--- src/rtl/llc_pkg.sv ---
// ----------------------------------------------------------------------------
// llc_pkg
// Shared constants and controller/datapath interface types for the listing
// line checksum block.
// ----------------------------------------------------------------------------
`default_nettype none

package llc_pkg;

  // Largest program taken; later bytes are dropped and flagged.
  localparam int unsigned MAX_PROGRAM_BYTES = 28160;
  localparam int unsigned TAKEN_W           = 15;

  localparam int unsigned ADDR_W  = 17;
  localparam int unsigned START_W = 16;
  localparam int unsigned POS_W   = 4;

  // Configuration register indexes.
  localparam logic CFG_FORMAT_MODE   = 1'b0;
  localparam logic CFG_START_ADDRESS = 1'b1;

  // Format modes.
  localparam logic [1:0] MODE_SUM      = 2'd1;
  localparam logic [1:0] MODE_DOUBLE   = 2'd2;
  localparam logic [1:0] MODE_FLETCHER = 2'd3;
  localparam logic [1:0] MODE_RESET    = MODE_DOUBLE;

  // Commands from controller to datapath.
  typedef struct packed {
    logic byte_en;   // absorb the accepted input word
    logic pad_en;    // absorb one zero pad byte
    logic flush_en;  // emit the padded final line and clear the program
  } llc_cmd_t;

  // Status from datapath to controller.
  typedef struct packed {
    logic emit_now;  // the input word closes a line or is a bare end marker
    logic pad_need;  // the input word is last and leaves a partial line
    logic line_full; // padding has reached the line length
  } llc_status_t;

endpackage

`default_nettype wire

--- src/rtl/llc_datapath.sv ---
// ----------------------------------------------------------------------------
// llc_datapath
// Line state, running sums, checksum finish and the output word register.
// ----------------------------------------------------------------------------
`default_nettype none

module llc_datapath
  import llc_pkg::*;
(
  input  wire logic                clk,
  input  wire logic                rst_n,
  input  wire logic                cfg_we,
  input  wire logic                cfg_index,
  input  wire logic [START_W-1:0]  cfg_data,
  input  wire logic [7:0]          in_data_byte,
  input  wire logic                in_last_byte,
  input  wire llc_cmd_t            cmd,
  output llc_status_t              status,
  output logic [ADDR_W-1:0]        out_line_address,
  output logic [7:0]               out_checksum,
  output logic [POS_W-1:0]         out_real_bytes,
  output logic                     out_end_of_program,
  output logic                     out_was_truncated
);

  typedef struct packed {
    logic [7:0] lo;
    logic [7:0] hi;
    logic [3:0] hc;
    logic       anz;
  } sums_t;

  localparam logic [TAKEN_W-1:0] MAX_TAKEN = TAKEN_W'(MAX_PROGRAM_BYTES);

  // Reduce an 11-bit value modulo 255 by folding the upper bits.
  function automatic logic [7:0] mod255(input logic [10:0] a);
    logic [8:0] v;
    logic [8:0] w;
    v = 9'(a[7:0]) + 9'(a[10:8]);
    w = 9'(v[7:0]) + 9'(v[8]);
    mod255 = (w[7:0] == 8'hff) ? 8'd0 : w[7:0];
  endfunction

  function automatic logic [1:0] active_mode(input logic [1:0] fm);
    if (fm == MODE_SUM) active_mode = MODE_SUM;
    else if (fm == MODE_FLETCHER) active_mode = MODE_FLETCHER;
    else active_mode = MODE_DOUBLE;
  endfunction

  function automatic logic [POS_W-1:0] line_len(input logic [1:0] m);
    if (m == MODE_SUM) line_len = 4'd6;
    else if (m == MODE_FLETCHER) line_len = 4'd10;
    else line_len = 4'd8;
  endfunction

  function automatic sums_t seed(input logic [1:0] m, input logic [ADDR_W-1:0] ls,
                                 input sums_t s);
    sums_t r;
    r = s;
    if (m == MODE_SUM) begin
      r.lo = ls[7:0];
    end else if (m == MODE_DOUBLE) begin
      r.lo = mod255(11'(ls[7:0]) + 11'({ls[16:8], 1'b0}));
    end else begin
      r.lo = ls[7:0];
      r.hi = ls[15:8];
    end
    r.hc  = 4'd0;
    r.anz = (ls != '0);
    seed = r;
  endfunction

  function automatic sums_t absorb(input logic [1:0] m, input sums_t s,
                                   input logic [7:0] c);
    sums_t r;
    r = s;
    if (m == MODE_SUM) begin
      r.lo = s.lo + c;
    end else if (m == MODE_DOUBLE) begin
      r.lo = mod255(11'({s.lo, 1'b0}) + 11'(c));
    end else begin
      r.lo = s.lo + c;
      r.hi = s.hi + r.lo;
      r.hc = s.hc + 4'(c[7]);
    end
    if (c != 8'd0) r.anz = 1'b1;
    absorb = r;
  endfunction

  function automatic logic [7:0] finish(input logic [1:0] m, input sums_t s);
    logic [7:0] ck;
    if (m == MODE_SUM) begin
      ck = s.lo;
    end else if (m == MODE_DOUBLE) begin
      ck = (s.lo == 8'hff) ? 8'd0 : s.lo;
      if (ck == 8'd0 && s.anz) ck = 8'hff;
    end else begin
      ck = s.lo + s.hi + 8'(s.hc);
      if (ck == 8'd0) ck = 8'hff;
    end
    finish = ck;
  endfunction

  // Configuration and program state.
  logic [1:0]         fm_r;
  logic [START_W-1:0] sa_r;
  logic [POS_W-1:0]   pos_r, pos_nxt;
  logic [ADDR_W-1:0]  ls_r, ls_nxt;
  logic [TAKEN_W-1:0] taken_r, taken_nxt;
  sums_t              sums_r, sums_nxt;
  logic               dropped_r, dropped_nxt;
  logic [POS_W-1:0]   real_r, real_nxt;

  // Output word.
  logic [ADDR_W-1:0]  oaddr_r, oaddr_nxt;
  logic [7:0]         ock_r, ock_nxt;
  logic [POS_W-1:0]   oreal_r, oreal_nxt;
  logic               oeop_r, oeop_nxt;
  logic               otrunc_r, otrunc_nxt;

  logic [1:0]         mode;
  logic [POS_W-1:0]   len;
  logic [ADDR_W-1:0]  ls0;
  logic               take;
  sums_t              base;
  sums_t              sums1;
  logic [POS_W-1:0]   pos1;
  logic               drop1;
  logic               full;

  always_comb begin
    mode  = active_mode(fm_r);
    len   = line_len(mode);
    ls0   = (taken_r == '0) ? ADDR_W'(sa_r) : ls_r;
    take  = (taken_r < MAX_TAKEN);
    base  = (pos_r == '0) ? seed(mode, ls0, sums_r) : sums_r;
    sums1 = take ? absorb(mode, base, in_data_byte) : sums_r;
    pos1  = take ? pos_r + 4'd1 : pos_r;
    drop1 = dropped_r | ~take;
    full  = (pos1 >= len);

    status.emit_now  = full || (in_last_byte && pos1 == '0);
    status.pad_need  = !full && in_last_byte && pos1 != '0;
    status.line_full = (pos_r >= len);

    pos_nxt     = pos_r;
    ls_nxt      = ls_r;
    taken_nxt   = taken_r;
    sums_nxt    = sums_r;
    dropped_nxt = dropped_r;
    real_nxt    = real_r;
    oaddr_nxt   = oaddr_r;
    ock_nxt     = ock_r;
    oreal_nxt   = oreal_r;
    oeop_nxt    = oeop_r;
    otrunc_nxt  = otrunc_r;

    if (cmd.byte_en) begin
      ls_nxt      = ls0;
      sums_nxt    = sums1;
      pos_nxt     = pos1;
      dropped_nxt = drop1;
      if (take) taken_nxt = taken_r + TAKEN_W'(1);
      if (full) begin
        oaddr_nxt  = ls0;
        ock_nxt    = finish(mode, sums1);
        oreal_nxt  = pos1;
        oeop_nxt   = in_last_byte;
        otrunc_nxt = drop1;
        ls_nxt     = ls0 + ADDR_W'(len);
        pos_nxt    = '0;
      end else if (in_last_byte && pos1 == '0) begin
        oaddr_nxt  = ls0;
        ock_nxt    = 8'd0;
        oreal_nxt  = '0;
        oeop_nxt   = 1'b1;
        otrunc_nxt = drop1;
      end
      if (status.pad_need) real_nxt = pos1;
      if (in_last_byte && !status.pad_need) begin
        pos_nxt     = '0;
        taken_nxt   = '0;
        sums_nxt    = '0;
        dropped_nxt = 1'b0;
      end
    end else if (cmd.pad_en) begin
      sums_nxt = absorb(mode, sums_r, 8'd0);
      pos_nxt  = pos_r + 4'd1;
    end else if (cmd.flush_en) begin
      oaddr_nxt   = ls_r;
      ock_nxt     = finish(mode, sums_r);
      oreal_nxt   = real_r;
      oeop_nxt    = 1'b1;
      otrunc_nxt  = dropped_r;
      ls_nxt      = ls_r + ADDR_W'(len);
      pos_nxt     = '0;
      taken_nxt   = '0;
      sums_nxt    = '0;
      dropped_nxt = 1'b0;
    end
  end

  always_ff @(posedge clk) begin
    if (!rst_n) begin
      fm_r      <= MODE_RESET;
      sa_r      <= '0;
      pos_r     <= '0;
      ls_r      <= '0;
      taken_r   <= '0;
      sums_r    <= '0;
      dropped_r <= 1'b0;
    end else begin
      if (cfg_we && cfg_index == CFG_FORMAT_MODE) fm_r <= cfg_data[1:0];
      if (cfg_we && cfg_index == CFG_START_ADDRESS) sa_r <= cfg_data;
      pos_r     <= pos_nxt;
      ls_r      <= ls_nxt;
      taken_r   <= taken_nxt;
      sums_r    <= sums_nxt;
      dropped_r <= dropped_nxt;
    end
  end

  always_ff @(posedge clk) begin
    real_r   <= real_nxt;
    oaddr_r  <= oaddr_nxt;
    ock_r    <= ock_nxt;
    oreal_r  <= oreal_nxt;
    oeop_r   <= oeop_nxt;
    otrunc_r <= otrunc_nxt;
  end

  assign out_line_address   = oaddr_r;
  assign out_checksum       = ock_r;
  assign out_real_bytes     = oreal_r;
  assign out_end_of_program = oeop_r;
  assign out_was_truncated  = otrunc_r;

  a_pos_range: assert property (@(posedge clk) disable iff (!rst_n)
    pos_r <= 4'd10)
    else $error("line position out of range");

  a_flush_clears: assert property (@(posedge clk) disable iff (!rst_n)
    cmd.flush_en |=> (pos_r == '0 && taken_r == '0 && !dropped_r))
    else $error("program state not cleared after final line");

endmodule

`default_nettype wire

--- src/rtl/llc_ctrl.sv ---
// ----------------------------------------------------------------------------
// llc_ctrl
// Sequencer: accepts input words, runs the zero padding of a final line and
// owns the output valid flag.
// ----------------------------------------------------------------------------
`default_nettype none

module llc_ctrl
  import llc_pkg::*;
(
  input  wire logic         clk,
  input  wire logic         rst_n,
  input  wire logic         in_valid,
  output logic              in_ready,
  output logic              out_valid,
  input  wire logic         out_ready,
  input  wire llc_status_t  status,
  output llc_cmd_t          cmd
);

  typedef enum logic {
    S_IDLE,
    S_PAD
  } state_t;

  state_t state_r, state_nxt;
  logic   out_valid_r, out_valid_nxt;
  logic   out_free;
  logic   load;

  always_comb begin
    out_free     = !out_valid_r || out_ready;
    in_ready     = (state_r == S_IDLE) && out_free;
    cmd.byte_en  = in_valid && in_ready;
    cmd.pad_en   = 1'b0;
    cmd.flush_en = 1'b0;
    state_nxt    = state_r;

    case (state_r)
      S_IDLE: begin
        if (cmd.byte_en && status.pad_need) state_nxt = S_PAD;
      end
      S_PAD: begin
        if (!status.line_full) begin
          cmd.pad_en = 1'b1;
        end else if (out_free) begin
          cmd.flush_en = 1'b1;
          state_nxt    = S_IDLE;
        end
      end
      default: state_nxt = S_IDLE;
    endcase

    load = (cmd.byte_en && status.emit_now) || cmd.flush_en;
    if (load) out_valid_nxt = 1'b1;
    else if (out_ready) out_valid_nxt = 1'b0;
    else out_valid_nxt = out_valid_r;
  end

  always_ff @(posedge clk) begin
    if (!rst_n) begin
      state_r     <= S_IDLE;
      out_valid_r <= 1'b0;
    end else begin
      state_r     <= state_nxt;
      out_valid_r <= out_valid_nxt;
    end
  end

  assign out_valid = out_valid_r;

  a_pad_blocks_input: assert property (@(posedge clk) disable iff (!rst_n)
    (state_r == S_PAD) |-> !in_ready)
    else $error("input accepted during padding");

  a_flush_needs_room: assert property (@(posedge clk) disable iff (!rst_n)
    cmd.flush_en |-> out_free)
    else $error("final line overwrote a pending result");

  a_pad_entry: assert property (@(posedge clk) disable iff (!rst_n)
    (cmd.byte_en && status.pad_need) |=> (state_r == S_PAD))
    else $error("partial final line not padded");

  a_load_valid: assert property (@(posedge clk) disable iff (!rst_n)
    load |=> out_valid_r)
    else $error("result loaded without valid");

endmodule

`default_nettype wire

--- src/rtl/listing_line_checksum.sv ---
// ----------------------------------------------------------------------------
// listing_line_checksum
// Groups program bytes into listing lines and forms one checksum per line.
// ----------------------------------------------------------------------------
// Usage:
//   Input channel (in_valid/in_ready) carries one program byte per word plus
//   in_last_byte on the final byte. Bytes form lines of 6, 8 or 10 according
//   to format_mode; each full line produces one result word on the output
//   channel (out_valid/out_ready) with its address, checksum, byte count and
//   end/truncation flags. The last byte of a program always produces a word.
//   Configuration (cfg_valid/cfg_ready, cfg_index, cfg_data) writes
//   format_mode (index 0) or start_address (index 1); write only when idle.
//   start_address is sampled on the first byte of each program.
// Timing:
//   One byte is absorbed per cycle unless padding runs or a stalled word
//   holds the output register; a result is registered and appears in the
//   cycle after the byte that closes its line. A final partial line is
//   padded in the sequencer at one zero byte per cycle, taking no input meanwhile.
//   Bytes past MAX_PROGRAM_BYTES are dropped and flagged in was_truncated.
// Reset (rst_n low, synchronous) clears the program state and sets mode 2
//   and start address 0. When the receiver stalls, the output register holds
//   its word and input is taken only once that word leaves in the same cycle.
// ----------------------------------------------------------------------------
`default_nettype none

module listing_line_checksum
  import llc_pkg::*;
(
  input  wire logic                clk,
  input  wire logic                rst_n,
  // configuration write channel
  input  wire logic                cfg_valid,
  output logic                     cfg_ready,
  input  wire logic                cfg_index,
  input  wire logic [START_W-1:0]  cfg_data,
  // byte input channel
  input  wire logic                in_valid,
  output logic                     in_ready,
  input  wire logic [7:0]          in_data_byte,
  input  wire logic                in_last_byte,
  // line result channel
  output logic                     out_valid,
  input  wire logic                out_ready,
  output logic [ADDR_W-1:0]        out_line_address,
  output logic [7:0]               out_checksum,
  output logic [POS_W-1:0]         out_real_bytes,
  output logic                     out_end_of_program,
  output logic                     out_was_truncated
);

  llc_cmd_t    cmd;
  llc_status_t status;

  // Registers are always writable; the user writes them only between programs.
  assign cfg_ready = 1'b1;

  llc_ctrl u_ctrl (
    .clk       (clk),
    .rst_n     (rst_n),
    .in_valid  (in_valid),
    .in_ready  (in_ready),
    .out_valid (out_valid),
    .out_ready (out_ready),
    .status    (status),
    .cmd       (cmd)
  );

  llc_datapath u_datapath (
    .clk                (clk),
    .rst_n              (rst_n),
    .cfg_we             (cfg_valid && cfg_ready),
    .cfg_index          (cfg_index),
    .cfg_data           (cfg_data),
    .in_data_byte       (in_data_byte),
    .in_last_byte       (in_last_byte),
    .cmd                (cmd),
    .status             (status),
    .out_line_address   (out_line_address),
    .out_checksum       (out_checksum),
    .out_real_bytes     (out_real_bytes),
    .out_end_of_program (out_end_of_program),
    .out_was_truncated  (out_was_truncated)
  );

endmodule

`default_nettype wire

--- config.mk ---
export PLATFORM = sky130hd
export DESIGN_NAME = listing_line_checksum
export DESIGN_NICKNAME = d
export VERILOG_FILES = /design/src/rtl/llc_pkg.sv /design/src/rtl/llc_datapath.sv /design/src/rtl/llc_ctrl.sv /design/src/rtl/listing_line_checksum.sv
export SDC_FILE = /design/constraint.sdc
export NUM_CORES = 1
export LEC_CHECK = 0
export BUFFER_PORTS_ARGS = -buffer_cell sky130_fd_sc_hd__buf_2
export CAP_MARGIN = 20
export CORE_ASPECT_RATIO = 1.1
export CORE_UTILIZATION = 63
export CTS_CLUSTER_DIAMETER = 60
export DETAILED_ROUTE_END_ITERATION = 8
export GPL_TIMING_DRIVEN = 0
export PLACE_DENSITY_LB_ADDON = 0.12
export SLEW_MARGIN = 20
export SYNTH_ARGS = -nofsm -noshare
export SYNTH_HDL_FRONTEND = slang
export SYNTH_HIERARCHICAL = 1
export SYNTH_SLANG_ARGS = --single-unit
--- constraint.sdc ---
create_clock -name clk -period 15.2 [get_ports clk]
set_input_delay 1.52 -clock clk [delete_from_list [all_inputs] [get_ports clk]]
set_output_delay 1.52 -clock clk [all_outputs]
set_load 0.005 [all_outputs]
Word-level counts from Yosys, hierarchy flattened
Cells that the tools add are included.
{ "word_totals": {"inputBits": 31, "output_inout_bits": 34, "regBits": 113, "elab_cells": 188} }
{ "op_classes": {"n_reduce_logical": 37, "add_sub_neg": 19, "magnitude_cmp": 3, "n_eq_ne": 16, "muxes": 91, "bitwise": 4} }
{ "ops": {"columns": ["operator", "n"], "rows": [
  ["$mux W8", 26],
  ["$mux W17", 10],
  ["$mux W21", 6],
  ["$mux W15", 5],
  ["$mux W12", 4],
  ["$mux W4", 12],
  ["$eq A8 B8 Y1 const B", 5],
  ["$add A17 B4 Y17", 2],
  ["$add A8 B8 Y8", 4],
  ["$logic_not A8 Y1", 4],
  ["$add A8 B1 Y8", 3],
  ["$mux W1", 24],
  ["$add A8 B3 Y9", 2],
  ["$reduce_bool A17 Y1", 1],
  ["$add A8 B4 Y8", 2],
  ["$add A15 B1 Y15 const B", 1],
  ["$logic_not A15 Y1", 1],
  ["$lt A15 B15 Y1 const B", 1],
  ["$logic_and A1 B1 Y1", 12],
  ["$reduce_and A3 Y1", 4],
  ["$add A8 B10 Y11", 1],
  ["$add A9 B8 Y10", 1],
  ["$add A8 B1 Y9", 1],
  ["$ne A3 B1 Y1 const B", 3],
  ["other kinds (19)", 35]
]} }

Logic depth before layout (Yosys ltp)
{ "depth": {"ltp_word": 27, "mapped_depth": 69, "ltp_nobuf": 67} }

Cells and area by module
The synthesis kept the hierarchy.
{ "modules_own_cells": {"columns": ["module", "cells_per_inst", "area_each_um2", "n_inst", "seq_area_each_um2"], "rows": [
  ["llc_datapath", 1236, 9967.1, 1, 2572.5],
  ["llc_ctrl", 13, 130.1, 1, 40.0],
  ["listing_line_checksum", 2, 11.3, 1, 0.0]
]} }

Least setup slack after synthesis
OpenSTA, ideal clock, no wires.
{ "synth_timing": {"path_kind": "register -> register", "startpoint": "register u_datapath.taken_r[0]", "endpoint": "register u_datapath.ock_r[7], in the netlist u_datapath/out_checksum[7] (data pin)", "stages_incl_launch_ff": 69, "required_ns": 14.934, "n_path_buf": 3, "period_less_slack_ns": 13.223, "setup_time_ns": 0.266, "slack_ns": 1.977, "arrival_ns": 12.957, "path_cell_list": "dfxtp_1 -> inv_1 -> ha_1 -> nor4b_1 -> nand4_2 -> buf_6 -> buf_2 -> buf_1 -> mux2_2 -> ha_1 -> ha_1 -> a21oi_1 -> a21oi_1 -> or3_1 -> o2111a_1 -> o21a_1 -> o21a_1 -> o21ai_0 -> [... 33 more ...] -> o21ai_0 -> a21o_1 -> nor3_1 -> nor2_1 -> inv_1 -> fa_1 -> inv_1 -> ha_1 -> fa_1 -> a21o_1 -> a21oi_1 -> o21bai_1 -> a21oi_1 -> xnor2_1 -> and3b_1 -> or3_1 -> a211oi_1 -> o31ai_1"} }
{ "synth_via": {"elab_chain_cells": 27, "elab_cells_between_ends": 42, "cone_classes": "add/sub: 10; order compare: 2; eq/ne: 3; mux: 22; reduce/logical: 5"} }
{ "synth_lines": {"columns": ["element", "line", "source"], "rows": [
  ["from (decl)", "llc_datapath.sv:109", "logic [TAKEN_W-1:0] taken_r, taken_nxt;"],
  ["from (signal assigned)", "llc_datapath.sv:217", "taken_r <= taken_nxt;"],
  ["parallel branches: the longest is 25 deep, another holds $add A8 B10 Y11", null, null],
  ["$mux W8 *", "llc_datapath.sv:164", "if (full) begin"],
  ["$mux W8 *", "llc_datapath.sv:158", "if (cmd.byte_en) begin"],
  ["named net u_datapath.ock_nxt[7]", "llc_datapath.sv:116", "logic [7:0] ock_r, ock_nxt;"],
  ["to (signal assigned)", "llc_datapath.sv:226", "ock_r <= ock_nxt;"],
  ["to (decl)", "llc_datapath.sv:116", null]
]} }
Mark *: on every way through the listed nets, which the timed path passes.
A chain may end at the register's enable or synchronous reset.

Worst setup path in the final report
Same ends and word-level chain as after synthesis.

==> results.toml <==
[critical_path]
crit-reg2reg-launch = "u_datapath/taken_r[0]"
critPathRequiredTime_ns = 15.35
cp_slowest_stage_delay_ns = 0.54
crit_top_cell = "ha_1"
critPathCaptureType = "flop"
critPathArrivalTime_ns = 14.57
worstSetupPathType = "flop to flop"
reg2reg_depth = 68
cp_max_fo = 10
r2r_end = "u_datapath/out_checksum[7]"
regToRegSetupSlack_ns = 0.78
crit_path_top_delay_cell = "fa_1"
setup.worst_path.start_class = "flop"

[power]
power_leakage_nw = 4.78
p_per_area_mw_per_mm2 = 134
total_power_mw = 1.53
irDropWorstVdd_uv = 121

[placed_design]
dp.cells = 1515
post-place-ws_ns = -0.0849
dpl_cell_area_mm2 = 0.0107
gp_routability_congestion = 0.972
port_buffers = 63
hpwl_mm = 23.2

[cts]
cts_tree = "built"
root_buffer = "clkbuf_16"
clock_path_buffers = 2
clkTransAtPathRegs_ns = 0.06
numCtsBuffers = 17
clock-sinks = 113
htree_levels = 4
worst_skew_pair.late_latency_ns = 0.42

[run_status]
status = "complete, no violations"

[floorplan]
die_area_mm2 = 0.0166
die_w_um = 123
initial_core_util = 0.645
rows = 48
coreArea_mm2 = 0.0157
io_pins = 65
chipHeight_um = 135

[timing]
tns_ns = 0
setup_viol = 0
tightest_slew_ns = 1.04
setup_slack_ns = 0.778
slew_headroom = 0.300
clock_skew_ns = 0.00972
period_needed_ns = 14.42
post-route-period-util = 0.949
maxSlewViolCount = 0
fmax_mhz = 69.3
finalHoldViolCount = 0

[min_path]
min_to = "u_datapath/dropped_r"
min_delay_path_depth = 2
holdCritPathClass = "flop to flop"
min_from = "u_datapath/dropped_r"

[routing]
drt_wl_total_mm = 30.8
drtIter0Drc = 1057
firstDrtPassIters = 6
wire_per_inst_um = 19.8
detail-route-antenna-nets = 0
wl_met2_mm = 14.1
drc_errors = 0
met3_length_mm = 2.65
wl_met1_mm = 12.4
dr.max_layer_used = "met4"
vias = 10200
viasPerCell = 6.56

[logic_synthesis]
ys_seq_area_frac = 0.258
async_flop_share = 0
netlist_area_mm2 = 0.0101
synth-seq-cells = 113
yosysWarnings = 6
synth_cell_type_count = 86
synth_edf_count = 35
syn-num-nets = 1370
synth_flop_cell = "dfxtp_1"
syn_inst = 1251
avgSynthCellArea_um2 = 8.08

[cells_and_area]
drive_above_1_share = 0.128
fin_cells = 1551
stdcell_area_mm2 = 0.0114
final_nets = 1457
n_antenna_cell = 0
area_delta_synth_final_pct = 12.6

[global_route]
antenna_found_initial = 0
grt_pass1_wl_mm = 48.5
grt_pass1_vias = 9538
grtUsageTotal = 0.380
grt_max_degree = 23
grt-ovfl-total = 0

[flow_run]
cap_violations = 0
## layout by cell type (no fill, tap or decap), types with 6 or more instances in the layout
cell type,netlist,routed
inv_1,52,52
o211ai_1,16,16
fa_1,14,12
a21oi_1,91,85
a31oi_1,19,19
nor2_1,131,128
o31ai_1,11,11
xnor2_1,60,59
nor2b_1,14,14
nand2b_1,14,14
and3_1,10,10
mux2i_1,28,28
nand3_1,27,27
o21bai_1,9,9
nand2_1,130,130
mux2_2,21,21
o211a_1,6,6
a211oi_1,29,29
a22oi_1,23,23
or3_1,9,9
and2_1,15,16
nand4_1,13,13
clkbuf_16,0,17
dfxtp_1,78,78
a21o_1,26,26
nor3_1,32,32
clkbuf_1,35,35
or4_1,8,8
ha_1,74,74
xor2_1,26,26
buf_2,9,71
o21ai_1,4,6
o21a_1,13,13
o21ai_0,58,56
edfxtp_1,35,35
nor4_1,15,15
## timing repair
action	CTS	global route
pin swaps	0	3
setup buffers	0	4
hold buffers	0	0
endpoints found under the setup margin	8	8
resized for setup	1	21
## sequential cells by signal, summed over array words and instances, names as in the netlist, 4 cells and up
name,cells
u_datapath/ls_r,17
u_datapath/out_checksum,8
u_datapath/out_line_address,17
u_datapath/out_real_bytes,4
u_datapath/pos_r,4
u_datapath/real_r,4
u_datapath/sa_r,16
u_datapath/sums_r,21
u_datapath/taken_r,15
## metal layers
layer / up-vias / track usage
met3: 119 / 0.0781
met5: - / 0
met2: 529 / 0.605
met1: 4755 / 0.478
met4: 0 / 0.206
li1: 4766 / -
## Yosys cell counts (16+ instances only)
master    count  area share
a31oi_1      19       0.012
edfxtp_1     35        0.10
a211oi_1     29       0.022
a22oi_1      23       0.017
dfxtp_1      78        0.15
inv_1        52       0.019
ha_1         74       0.092
nor3_1       32       0.016
o21ai_0      58       0.029
mux2_2       21       0.023
xnor2_1      60       0.052
nor2_1      131       0.049
clkbuf_1     35       0.013
nand2_1     130       0.048
nand3_1      27       0.013
xor2_1       26       0.023
o211ai_1     16       0.012
mux2i_1      28       0.028
a21o_1       26       0.019
a21oi_1      91       0.045
## power by group
group | switching [mW] | leakage (nW) | total [mW] | internal, mW
registers | 0.0290 | 0.972 | 0.366 | 0.337
logic | 0.471 | 3.53 | 0.778 | 0.306
clock network | 0.157 | 0.274 | 0.383 | 0.226
## how the worst max path moves through the flow
| stage | startpoint | endpoint | slack, ns |
|---|---|---|---|
| detailed placement | u_datapath/taken_r[0] | u_datapath/out_checksum[6] | -0.08 |
| CTS | u_datapath/taken_r[0] | u_datapath/out_checksum[6] | 0.02 |
| global route | u_datapath/taken_r[0] | u_datapath/out_checksum[3] | -0.04 |
| global placement | u_datapath/taken_r[0] | u_datapath/out_checksum[4] | 0.14 |
| floorplan | u_datapath/taken_r[0] | u_datapath/out_checksum[7] | 1.98 |
| finish | u_datapath/taken_r[0] | u_datapath/out_checksum[7] | 0.78 |
## critical path: cells and delay by family, from the launching register on
| kind | cells | cell delay (ns) |
|---|---|---|
| AND/OR/NAND/NOR | 16 | 2.84 |
| buffers and inverters | 6 | 1.02 |
| multiplexers | 1 | 0.43 |
| adder cells (fa/ha/maj) | 12 | 3.53 |
| flip-flops | 1 | 0.39 |
| XOR/XNOR | 4 | 0.72 |
| AO/OA/AOI/OAI | 29 | 5.21 |
## cell families after synthesis
group / share of synthesized area
other cells: 0.000371
compound gates: 0.229
mux: 0.0511
buf+inv: 0.0416
xor+xnor: 0.0806
simple gates: 0.220
flops: 0.258
fa+ha+maj: 0.119
## stage by stage
step            util  hold slack [ns]
2_1_floorplan      -            0.442
3_3_place_gp   0.681            0.454
3_5_place_dp   0.683            0.470
4_1_cts        0.719            0.476
5_1_grt        0.726            0.507
6_report       0.726            0.473
## final cells by class
class / instances / area (µm²)
multi-input cells: 1032 / 7160
fillers: 1282 / 4300
flip-flops and latches: 113 / 2610
clock buffers: 17 / 425
repair buffers: 68 / 373
well taps: 200 / 250
plain buffers: 51 / 220
inverters: 55 / 206
clock inverters: 15 / 135
Note: power is estimated with default switching activity, not from simulation.
